### src/design/websocket_frame_encoder_assert.svh
// ----------------------------------------------------------------------------
// websocket_frame_encoder_assert.svh
// Concurrent assertion helpers for the frame encoder, clocked on clk and
// disabled while rst_n is low. Empty bodies when SYNTHESIS is defined.
// ----------------------------------------------------------------------------
`ifndef WEBSOCKET_FRAME_ENCODER_ASSERT_SVH
`define WEBSOCKET_FRAME_ENCODER_ASSERT_SVH

`ifndef SYNTHESIS
// consequent checked in the same cycle
`define WFE_ASSERT_SAME(label, ante, cons, msg) \
  label: assert property (@(posedge clk) disable iff (!rst_n) (ante) |-> (cons)) \
    else $error(msg);
// consequent checked in the cycle after
`define WFE_ASSERT_NEXT(label, ante, cons, msg) \
  label: assert property (@(posedge clk) disable iff (!rst_n) (ante) |=> (cons)) \
    else $error(msg);
`else
`define WFE_ASSERT_SAME(label, ante, cons, msg)
`define WFE_ASSERT_NEXT(label, ante, cons, msg)
`endif

`endif

### src/design/wfe_pkg.sv
// ----------------------------------------------------------------------------
// wfe_pkg
// Types, constants and byte helpers shared by the frame encoder files.
// ----------------------------------------------------------------------------
package wfe_pkg;

  localparam int LEN_W     = 63;
  localparam int KEY_W     = 32;
  localparam int IDX_W     = 4;   // up to 14 result bytes per request

  localparam logic       OP_FRAME_START  = 1'b0;
  localparam logic       OP_PAYLOAD_BYTE = 1'b1;

  localparam logic [6:0] LEN16_CODE  = 7'd126;
  localparam logic [6:0] LEN64_CODE  = 7'd127;
  localparam logic [LEN_W-1:0] SHORT_LIMIT = 63'd126;
  localparam logic [LEN_W-1:0] LEN16_MAX   = 63'd65535;
  localparam logic [IDX_W-1:0] KEY_BYTES   = 4'd4;
  localparam logic [IDX_W-1:0] EXT16_BYTES = 4'd2;
  localparam logic [IDX_W-1:0] EXT64_BYTES = 4'd8;
  localparam logic [IDX_W-1:0] FIXED_HDR   = 4'd2;

  typedef struct packed {
    logic             operation;
    logic             fin_flag;
    logic [3:0]       frame_opcode;
    logic [LEN_W-1:0] payload_length;
    logic             use_mask;
    logic [KEY_W-1:0] mask_key;
    logic [7:0]       payload_byte;
  } wfe_in_item_t;

  typedef struct packed {
    logic [7:0] out_byte;
    logic       last_in_run;
    logic       frame_done;
    logic       error_flag;
  } wfe_out_item_t;

  typedef struct packed {
    logic [LEN_W-1:0] bytes_left;
    logic [1:0]       key_phase;
    logic [KEY_W-1:0] held_key;
    logic             masking_on;
  } wfe_state_t;

  function automatic logic [7:0] word64_byte(input logic [63:0] w, input logic [2:0] sel);
    word64_byte = w[{sel, 3'b000} +: 8];
  endfunction

  function automatic logic [7:0] key_byte(input logic [KEY_W-1:0] k, input logic [1:0] sel);
    key_byte = k[{sel, 3'b000} +: 8];
  endfunction

endpackage

### src/design/wfe_in_if.sv
// ----------------------------------------------------------------------------
// wfe_in_if
// Valid/ready channel carrying one encoder request.
// ----------------------------------------------------------------------------
interface wfe_in_if;
  import wfe_pkg::*;

  logic         valid;
  logic         ready;
  wfe_in_item_t data;

  modport source (output valid, output data, input ready);
  modport sink   (input valid, input data, output ready);
endinterface

### src/design/wfe_out_if.sv
// ----------------------------------------------------------------------------
// wfe_out_if
// Valid/ready channel carrying one serialized frame byte.
// ----------------------------------------------------------------------------
interface wfe_out_if;
  import wfe_pkg::*;

  logic          valid;
  logic          ready;
  wfe_out_item_t data;

  modport source (output valid, output data, input ready);
  modport sink   (input valid, input data, output ready);
endinterface

### src/design/websocket_frame_encoder.sv
// ----------------------------------------------------------------------------
// websocket_frame_encoder
// WebSocket frame serializer: frame-start requests become header bytes
// (with extended length and mask key), payload requests become one
// optionally masked byte each.
//
//   channel   dir  payload          per request
//   in_chan   in   wfe_in_item_t    frame start or payload byte
//   out_chan  out  wfe_out_item_t   1 byte, 2..14 for a frame start
//
// A payload request gives one byte; a frame start gives one header byte per
// cycle while the output is not stalled (2 to 14), paced by the byte index
// counter on the request register. The next request is taken in the cycle
// its predecessor's final byte moves into the result register. Synchronous
// active-low reset clears the frame state and empties both registers.
// A stalled output holds the result register and the request register in place.
// ----------------------------------------------------------------------------
`include "websocket_frame_encoder_assert.svh"

module websocket_frame_encoder (
  input  logic     clk,
  input  logic     rst_n,
  wfe_in_if.sink   in_chan,
  wfe_out_if.source out_chan
);
  import wfe_pkg::*;

  wfe_in_item_t     item_r;
  logic             item_valid_r;
  logic             item_valid_nxt;
  logic [IDX_W-1:0] idx_r;
  logic [IDX_W-1:0] idx_nxt;
  wfe_state_t       state_r;
  wfe_state_t       state_nxt;

  wfe_out_item_t    gen_result;
  wfe_state_t       gen_state;
  logic             run_last;
  logic             can_load;
  logic             adv;
  logic             in_take;

  wfe_byte_gen u_byte_gen (
    .item      (item_r),
    .idx       (idx_r),
    .state     (state_r),
    .result    (gen_result),
    .run_last  (run_last),
    .state_nxt (gen_state)
  );

  wfe_out_stage u_out_stage (
    .clk        (clk),
    .rst_n      (rst_n),
    .load_valid (item_valid_r),
    .load_data  (gen_result),
    .can_load   (can_load),
    .out_chan   (out_chan)
  );

  assign adv           = item_valid_r && can_load;
  assign in_chan.ready = !item_valid_r || (adv && run_last);
  assign in_take       = in_chan.valid && in_chan.ready;

  always_comb begin
    item_valid_nxt = item_valid_r;
    idx_nxt        = idx_r;
    state_nxt      = state_r;
    if (adv) begin
      idx_nxt = run_last ? '0 : idx_r + 4'd1;
      if (run_last) begin
        item_valid_nxt = 1'b0;
        state_nxt      = gen_state;
      end
    end
    if (in_take) begin
      item_valid_nxt = 1'b1;
      idx_nxt        = '0;
    end
  end

  always_ff @(posedge clk) begin
    if (!rst_n) begin
      item_valid_r <= 1'b0;
      idx_r        <= '0;
      state_r      <= '0;
    end else begin
      item_valid_r <= item_valid_nxt;
      idx_r        <= idx_nxt;
      state_r      <= state_nxt;
    end
  end

  always_ff @(posedge clk) begin
    if (in_take) begin
      item_r <= in_chan.data;
    end
  end

  `WFE_ASSERT_NEXT(a_run_holds, adv && !run_last, item_valid_r, "request dropped mid-header")
  `WFE_ASSERT_NEXT(a_done_closes, adv && gen_result.frame_done, state_r.bytes_left == '0, "frame done but bytes left")
  `WFE_ASSERT_NEXT(a_err_keeps_state, adv && gen_result.error_flag, $stable(state_r), "stray byte changed frame state")

endmodule

### src/design/wfe_byte_gen.sv
// ----------------------------------------------------------------------------
// wfe_byte_gen
// Picks the byte at position idx of the held request: header bytes for a
// frame start, one optionally masked byte for a payload request. Also gives
// the frame state that holds once the request is finished.
// ----------------------------------------------------------------------------
module wfe_byte_gen (
  input  wfe_pkg::wfe_in_item_t          item,
  input  logic [wfe_pkg::IDX_W-1:0]      idx,
  input  wfe_pkg::wfe_state_t            state,
  output wfe_pkg::wfe_out_item_t         result,
  output logic                           run_last,
  output wfe_pkg::wfe_state_t            state_nxt
);
  import wfe_pkg::*;

  logic             is_short;
  logic             is_len16;
  logic [IDX_W-1:0] ext_cnt;
  logic [IDX_W-1:0] key_cnt;
  logic [IDX_W-1:0] hdr_last_idx;
  logic [IDX_W-1:0] ext_sel;
  logic [IDX_W-1:0] key_sel;
  logic [7:0]       hdr_byte;
  logic             hdr_last;
  logic             no_frame;
  logic [7:0]       mask_byte;
  logic [LEN_W-1:0] left_dec;

  assign is_short     = item.payload_length < SHORT_LIMIT;
  assign is_len16     = !is_short && (item.payload_length <= LEN16_MAX);
  assign ext_cnt      = is_short ? '0 : (is_len16 ? EXT16_BYTES : EXT64_BYTES);
  assign key_cnt      = item.use_mask ? KEY_BYTES : '0;
  assign hdr_last_idx = FIXED_HDR - 4'd1 + ext_cnt + key_cnt;
  assign hdr_last     = (idx == hdr_last_idx);
  assign ext_sel      = idx - FIXED_HDR;
  assign key_sel      = idx - FIXED_HDR - ext_cnt;

  always_comb begin
    if (idx == '0) begin
      hdr_byte = {item.fin_flag, 3'b000, item.frame_opcode};
    end else if (idx == 4'd1) begin
      if (is_short) begin
        hdr_byte = {item.use_mask, item.payload_length[6:0]};
      end else if (is_len16) begin
        hdr_byte = {item.use_mask, LEN16_CODE};
      end else begin
        hdr_byte = {item.use_mask, LEN64_CODE};
      end
    end else if (idx < FIXED_HDR + ext_cnt) begin
      // extended length goes out big-endian
      if (is_len16) begin
        hdr_byte = ext_sel[0] ? item.payload_length[7:0] : item.payload_length[15:8];
      end else begin
        hdr_byte = word64_byte({1'b0, item.payload_length}, ~ext_sel[2:0]);
      end
    end else begin
      hdr_byte = key_byte(item.mask_key, key_sel[1:0]);
    end
  end

  assign no_frame  = (state.bytes_left == '0);
  assign mask_byte = state.masking_on ? key_byte(state.held_key, state.key_phase) : 8'h00;
  assign left_dec  = state.bytes_left - 63'd1;

  always_comb begin
    state_nxt = state;
    if (item.operation == OP_FRAME_START) begin
      run_last           = hdr_last;
      result.out_byte    = hdr_byte;
      result.last_in_run = hdr_last;
      result.frame_done  = hdr_last && (item.payload_length == '0);
      result.error_flag  = 1'b0;
      state_nxt.bytes_left = item.payload_length;
      state_nxt.key_phase  = 2'd0;
      state_nxt.masking_on = item.use_mask;
      state_nxt.held_key   = item.use_mask ? item.mask_key : '0;
    end else begin
      run_last           = 1'b1;
      result.last_in_run = 1'b1;
      if (no_frame) begin
        // stray payload byte: dropped, state untouched
        result.out_byte   = 8'h00;
        result.frame_done = 1'b0;
        result.error_flag = 1'b1;
      end else begin
        result.out_byte   = item.payload_byte ^ mask_byte;
        result.frame_done = (left_dec == '0);
        result.error_flag = 1'b0;
        state_nxt.bytes_left = left_dec;
        state_nxt.key_phase  = state.key_phase + 2'd1;
      end
    end
  end

endmodule

### src/design/wfe_out_stage.sv
// ----------------------------------------------------------------------------
// wfe_out_stage
// Result register driving the output channel; loads whenever it is empty
// or its byte is being taken.
// ----------------------------------------------------------------------------
module wfe_out_stage (
  input  logic                   clk,
  input  logic                   rst_n,
  input  logic                   load_valid,
  input  wfe_pkg::wfe_out_item_t load_data,
  output logic                   can_load,
  wfe_out_if.source              out_chan
);
  import wfe_pkg::*;

  logic          valid_r;
  logic          valid_nxt;
  wfe_out_item_t data_r;

  assign can_load  = !valid_r || out_chan.ready;
  assign valid_nxt = can_load ? load_valid : valid_r;

  always_ff @(posedge clk) begin
    if (!rst_n) begin
      valid_r <= 1'b0;
    end else begin
      valid_r <= valid_nxt;
    end
  end

  always_ff @(posedge clk) begin
    if (can_load && load_valid) begin
      data_r <= load_data;
    end
  end

  assign out_chan.valid = valid_r;
  assign out_chan.data  = data_r;

endmodule

### src/flat_wrapper.sv
// flat-port wrapper written by rule: the top's interface ports become plain ports
module websocket_frame_encoder_flat import wfe_pkg::*;
  (clk, rst_n, in_chan_valid, in_chan_data, in_chan_ready, out_chan_valid, out_chan_data, out_chan_ready);
  wfe_in_if in_chan_i ();
  wfe_out_if out_chan_i ();
  input  logic clk;
  input  logic rst_n;
  input wire logic [$bits(in_chan_i.valid)-1:0] in_chan_valid;
  input wire logic [$bits(in_chan_i.data)-1:0] in_chan_data;
  output wire logic [$bits(in_chan_i.ready)-1:0] in_chan_ready;
  output wire logic [$bits(out_chan_i.valid)-1:0] out_chan_valid;
  output wire logic [$bits(out_chan_i.data)-1:0] out_chan_data;
  input wire logic [$bits(out_chan_i.ready)-1:0] out_chan_ready;
  assign in_chan_i.valid = in_chan_valid;
  assign in_chan_i.data = in_chan_data;
  assign in_chan_ready = in_chan_i.ready;
  assign out_chan_valid = out_chan_i.valid;
  assign out_chan_data = out_chan_i.data;
  assign out_chan_i.ready = out_chan_ready;
  websocket_frame_encoder u_core (.clk(clk), .rst_n(rst_n), .in_chan(in_chan_i), .out_chan(out_chan_i));
endmodule
### config.mk
export PLATFORM = sky130hd
export DESIGN_NAME = websocket_frame_encoder_flat
export DESIGN_NICKNAME = d
export VERILOG_FILES = /design/src/design/wfe_pkg.sv /design/src/design/wfe_in_if.sv /design/src/design/wfe_out_if.sv /design/src/design/websocket_frame_encoder.sv /design/src/design/wfe_byte_gen.sv /design/src/design/wfe_out_stage.sv /design/src/flat_wrapper.sv
export VERILOG_INCLUDE_DIRS = /design/src /design/src/design
export SDC_FILE = /design/constraint.sdc
export NUM_CORES = 1
export LEC_CHECK = 0
export BUFFER_PORTS_ARGS = -buffer_cell sky130_fd_sc_hd__buf_2
export CAP_MARGIN = 20
export CORE_MARGIN = 10
export CORE_UTILIZATION = 60
export CTS_BUF_LIST = sky130_fd_sc_hd__clkbuf_8
export DETAILED_ROUTE_END_ITERATION = 7
export PLACE_DENSITY_LB_ADDON = 0.08
export SKIP_LAST_GASP = 1
export SYNTH_ARGS = -nofsm -noshare
export SYNTH_HDL_FRONTEND = slang
export SYNTH_SLANG_ARGS = --single-unit
### constraint.sdc
create_clock -name clk -period 8.4 [get_ports clk]
set_input_delay 0.42 -clock clk [delete_from_list [all_inputs] [get_ports clk]]
set_output_delay 0.42 -clock clk [all_outputs]
set_load 0.1 [all_outputs]
==> metrics.md <==
| Metric | Value |
|---|---|
| Initial antenna violation count | `0` |
| CTS resizes | `0` |
| Total Routed Length | `34.9 mm` |
| Fmax | `183 MHz` |
| Via Count | `10,025` |
| Post-synth EDFFs | `121` |
| Routed wire length per instance | `22.8 um` |
| Post-CTS setup buffer count | `0` |
| Die ar. | `25,000 um^2` |
| Vias in the first global route | `9,574` |
| Worst Setup EP | `u_core.item_r[19]` |
| Register area share after synthesis | `0.500` |
| Largest cells by area after synthesis | `edfxtp_1 32%, dfxtp_1 18%, mux4_2 4.7%, a21oi_1 4.0%, nand2_1 4.0%` |
| Post-route DRC | `0` |
| CP Data Required Time | `8.57 ns` |
| CTS buffer count | `39` |
| Mapped cell area | `11,400 um^2` |
| Largest net degree at the start of global routing | `96` |
| DRT iter0 DRCs | `1,219` |
| Crit. Startpoint | `u_core.item_r[53]` |
| Setup ws final | `2.93 ns` |
| First-pass GRT wire length | `52.7 mm` |
| Minimum clock period | `5.47 ns` |
| Layout area overhead | `12.9%` |
| CP arrival | `5.64 ns` |
| DRT antenna net count | `0` |
| IO Port Bufs | `126` |
| Ant. Diodes | `0` |
| Synth warn | `0` |
| Layout cells sized above 1 | `0.193` |
| Hold_sp | `in_chan_data[70]` |
| GR Util met1 | `0.379` |
| Setup tns final | `0 ns` |
| Clock Skew | `0.0253 ns` |
| Critical-path top delay cell | `nor4_1` |
| LEAKAGE | `4.64 nW` |
| Worst reg2reg path depth | `13` |
| DP HPWL | `24.3 mm` |
| Starting Density | `0.611` |
| Net count, final | `1,388` |
| Critical path startpoint category | `flop` |
| Mapped Cells | `1,166` |
| Worst reg2reg endpoint | `u_core.item_r[19]` |
| Post-Syn Nets | `1,289` |
| Cell taking the most area after synthesis | `edfxtp_1` |
| Asr flop ratio synth | `0` |
| Vias per inst | `6.56` |
| Critical path type | `flop to flop` |
| Met3 Resource Use GR | `0.0673` |
| RePlAce Congestion | `0.967` |
| Power density cells | `213 nW/um^2` |
| R2R Path Start | `u_core.item_r[53]` |
| Place WS | `3.08 ns` |
| GRT Util Overall | `0.273` |
| Worst path cell trace | `or4_1 > nor4_1 > a2111oi_2 > buf_4 > inv_1 > ha_1 > nor3_1 > nor2_1 > inv_1 > nand2_1 > nand2_1 > and2_4 > buf_4` |
| Yosys reg bits | `225` |
| Synth cell types | `72` |
| Outcome | `finished, final reports clean` |
| IO Count | `127` |
| Post-synth top area share | `0.318` |
| Prevailing post-synth register cell | `edfxtp_1` |
| Root Driver | `clkbuf_8` |
| DRT Pass-1 Iters | `6` |
| Critical Path Sink Type | `flop` |
| Worst slew pin tran | `1.05 ns` |
| Clock Latency Late Sink | `0.54 ns` |
| Crit path max fanout | `57` |
| CP max stage delay | `0.81 ns` |
| FF-to-FF setup slack | `2.93 ns` |
| RSZ-0062 raised after global routing | `false` |
| GR peak layer | `met2` |
| Final hold violation count | `0` |
| Final Max Tran Viols | `0` |
| Syn Area/Cell | `9.79 um^2` |
| Die H | `158 um` |
| HP Class | `primary input to flop` |
| Clock-pin slew on the worst setup and hold paths | `0.06 ns` |
| Clock sinks | `225` |
| TritonCTS clock tree | `done` |
| Final Cycle Share | `0.651` |
| Site Rows | `50` |
| Core ar. | `18,700 um^2` |
| VDD IR-drop max | `0.174 mV` |
| Chip width | `158 um` |
| GR Overflow Total | `0` |
| Max-Cap Viols | `0` |
| Grt met2 use | `0.397` |
| Slew headroom | `0.293` |
| H-tree depth | `2` |
| Clock Tree Buf Depth | `3` |
| Final setup viols | `0` |
| Total power | `0.00275 W` |
| Post-cts hold buffer count | `0` |
## worst max-delay path: cells and delay by family (launching register included)
kind	cells	cell delay [ns]
simple gates	7	2.87
flops	1	0.41
fa+ha+maj	1	0.45
buf+inv	4	1.15
compound gates	1	0.17
## worst min-delay path by stage
stage,depth (start not counted),to,slack (ns)
floorplan,2,u_core.state_r[17],0.43
global placement,2,u_core.state_r[1],0.44
detailed placement,2,u_core.state_r[3],0.45
CTS,1,u_core.item_r[13],0.04
global route,1,u_core.item_r[32],0.03
finish,1,u_core.item_r[70],0.05
## layer usage
| layer | wire length (um) | share of wire |
|---|---|---|
| met1 | 14200 | 0.41 |
| met2 | 15100 | 0.43 |
| met3 | 4160 | 0.12 |
| met4 | 1420 | 0.041 |
| met5 | 0 | 0 |
## power by group
part / switching, W / internal [W] / leakage [nW]
clock network: 0.000454 / 0.000517 / 0.422
logic: 0.000327 / 0.000170 / 2.22
registers: 0.0000569 / 0.00122 / 2.00
## area by class of cell
class / count / area (um^2)
clock inverters: 29 / 179
clock buffers: 41 / 564
flip-flops and latches: 225 / 5720
repair buffers: 140 / 753
fillers: 1442 / 5810
inverters: 21 / 78.8
multi-input cells: 838 / 5310
well taps: 234 / 293
## flip-flops by register name, indices dropped and copies added, names as in the netlist
register and flops:
u_core.u_out_stage.out_chan.valid 1, u_core.item_valid_r 1, u_core.idx_r 4, u_core.item_r 110
u_core.state_r 98, u_core.u_out_stage.out_chan.data 11
## per-stage QoR
step,area [um^2],hold slack (ns),std cells,util
after detailed placement,12100,0.446,1457,0.648
after floorplan,11400,0.429,1166,-
after global routing,12900,0.0315,1528,0.689
after CTS,12900,0.0362,1527,0.688
after global placement,12100,0.436,1457,0.648
final,12900,0.0499,1528,0.689
## cells in the mapped netlist, types with 4 or more instances
| library cell | count |
|---|---|
| nand2_1 | 122 |
| edfxtp_1 | 121 |
| dfxtp_1 | 104 |
| a21oi_1 | 92 |
| nor2_1 | 87 |
| o21ai_0 | 70 |
| clkbuf_1 | 64 |
| nand3_1 | 53 |
| nor3_1 | 41 |
| nor4_1 | 32 |
| a31oi_1 | 26 |
| mux4_2 | 24 |
| inv_1 | 20 |
| a211oi_1 | 19 |
| nor2b_1 | 19 |
| and2_1 | 17 |
| xor2_1 | 17 |
| mux2i_1 | 15 |
| xnor2_1 | 14 |
| o22ai_1 | 13 |
| nand2b_1 | 12 |
| nand4_1 | 12 |
| buf_2 | 11 |
| a22oi_1 | 9 |
| ha_1 | 9 |
| o221a_2 | 9 |
| or3_1 | 9 |
| or2_2 | 8 |
| a21boi_0 | 7 |
| nor3b_1 | 7 |
| o21a_1 | 7 |
| o31ai_1 | 7 |
| or4_1 | 7 |
| and3_1 | 6 |
| a2111oi_0 | 5 |
| a21o_1 | 5 |
| a41oi_1 | 5 |
| buf_1 | 4 |
| nand3b_1 | 4 |
| nand4b_1 | 4 |
| o211ai_1 | 4 |
| o32ai_1 | 4 |
## cell usage in the layout (no fill, tap or decap), types with 12 or more instances in the layout
cell type / synthesis / routed
dfxtp_1: 104 / 103
and2_1: 17 / 16
a31oi_1: 26 / 26
inv_1: 20 / 29
mux4_2: 24 / 24
mux2i_1: 15 / 15
xnor2_1: 14 / 14
nor2b_1: 19 / 19
o21ai_0: 70 / 70
clkbuf_8: 0 / 41
edfxtp_1: 121 / 121
nand4_1: 12 / 12
nor4_1: 32 / 32
a21oi_1: 92 / 92
a211oi_1: 19 / 19
buf_4: 1 / 13
nor2_1: 87 / 87
nor3_1: 41 / 41
o22ai_1: 13 / 13
nand3_1: 53 / 53
buf_2: 11 / 126
nand2_1: 122 / 122
nand2b_1: 12 / 12
xor2_1: 17 / 17
## cell families (layout without fill, tap and decap cells)
logic type / count (synthesis) / after routing / synth area share
compound gates: 302 / 302 / 0.166
xor+xnor: 32 / 32 / 0.0252
fa+ha+maj: 9 / 9 / 0.00986
buf+inv: 103 / 231 / 0.0362
flops: 225 / 225 / 0.500
mux: 41 / 41 / 0.0624
simple gates: 454 / 454 / 0.200
(Power assumes the default switching activity.)
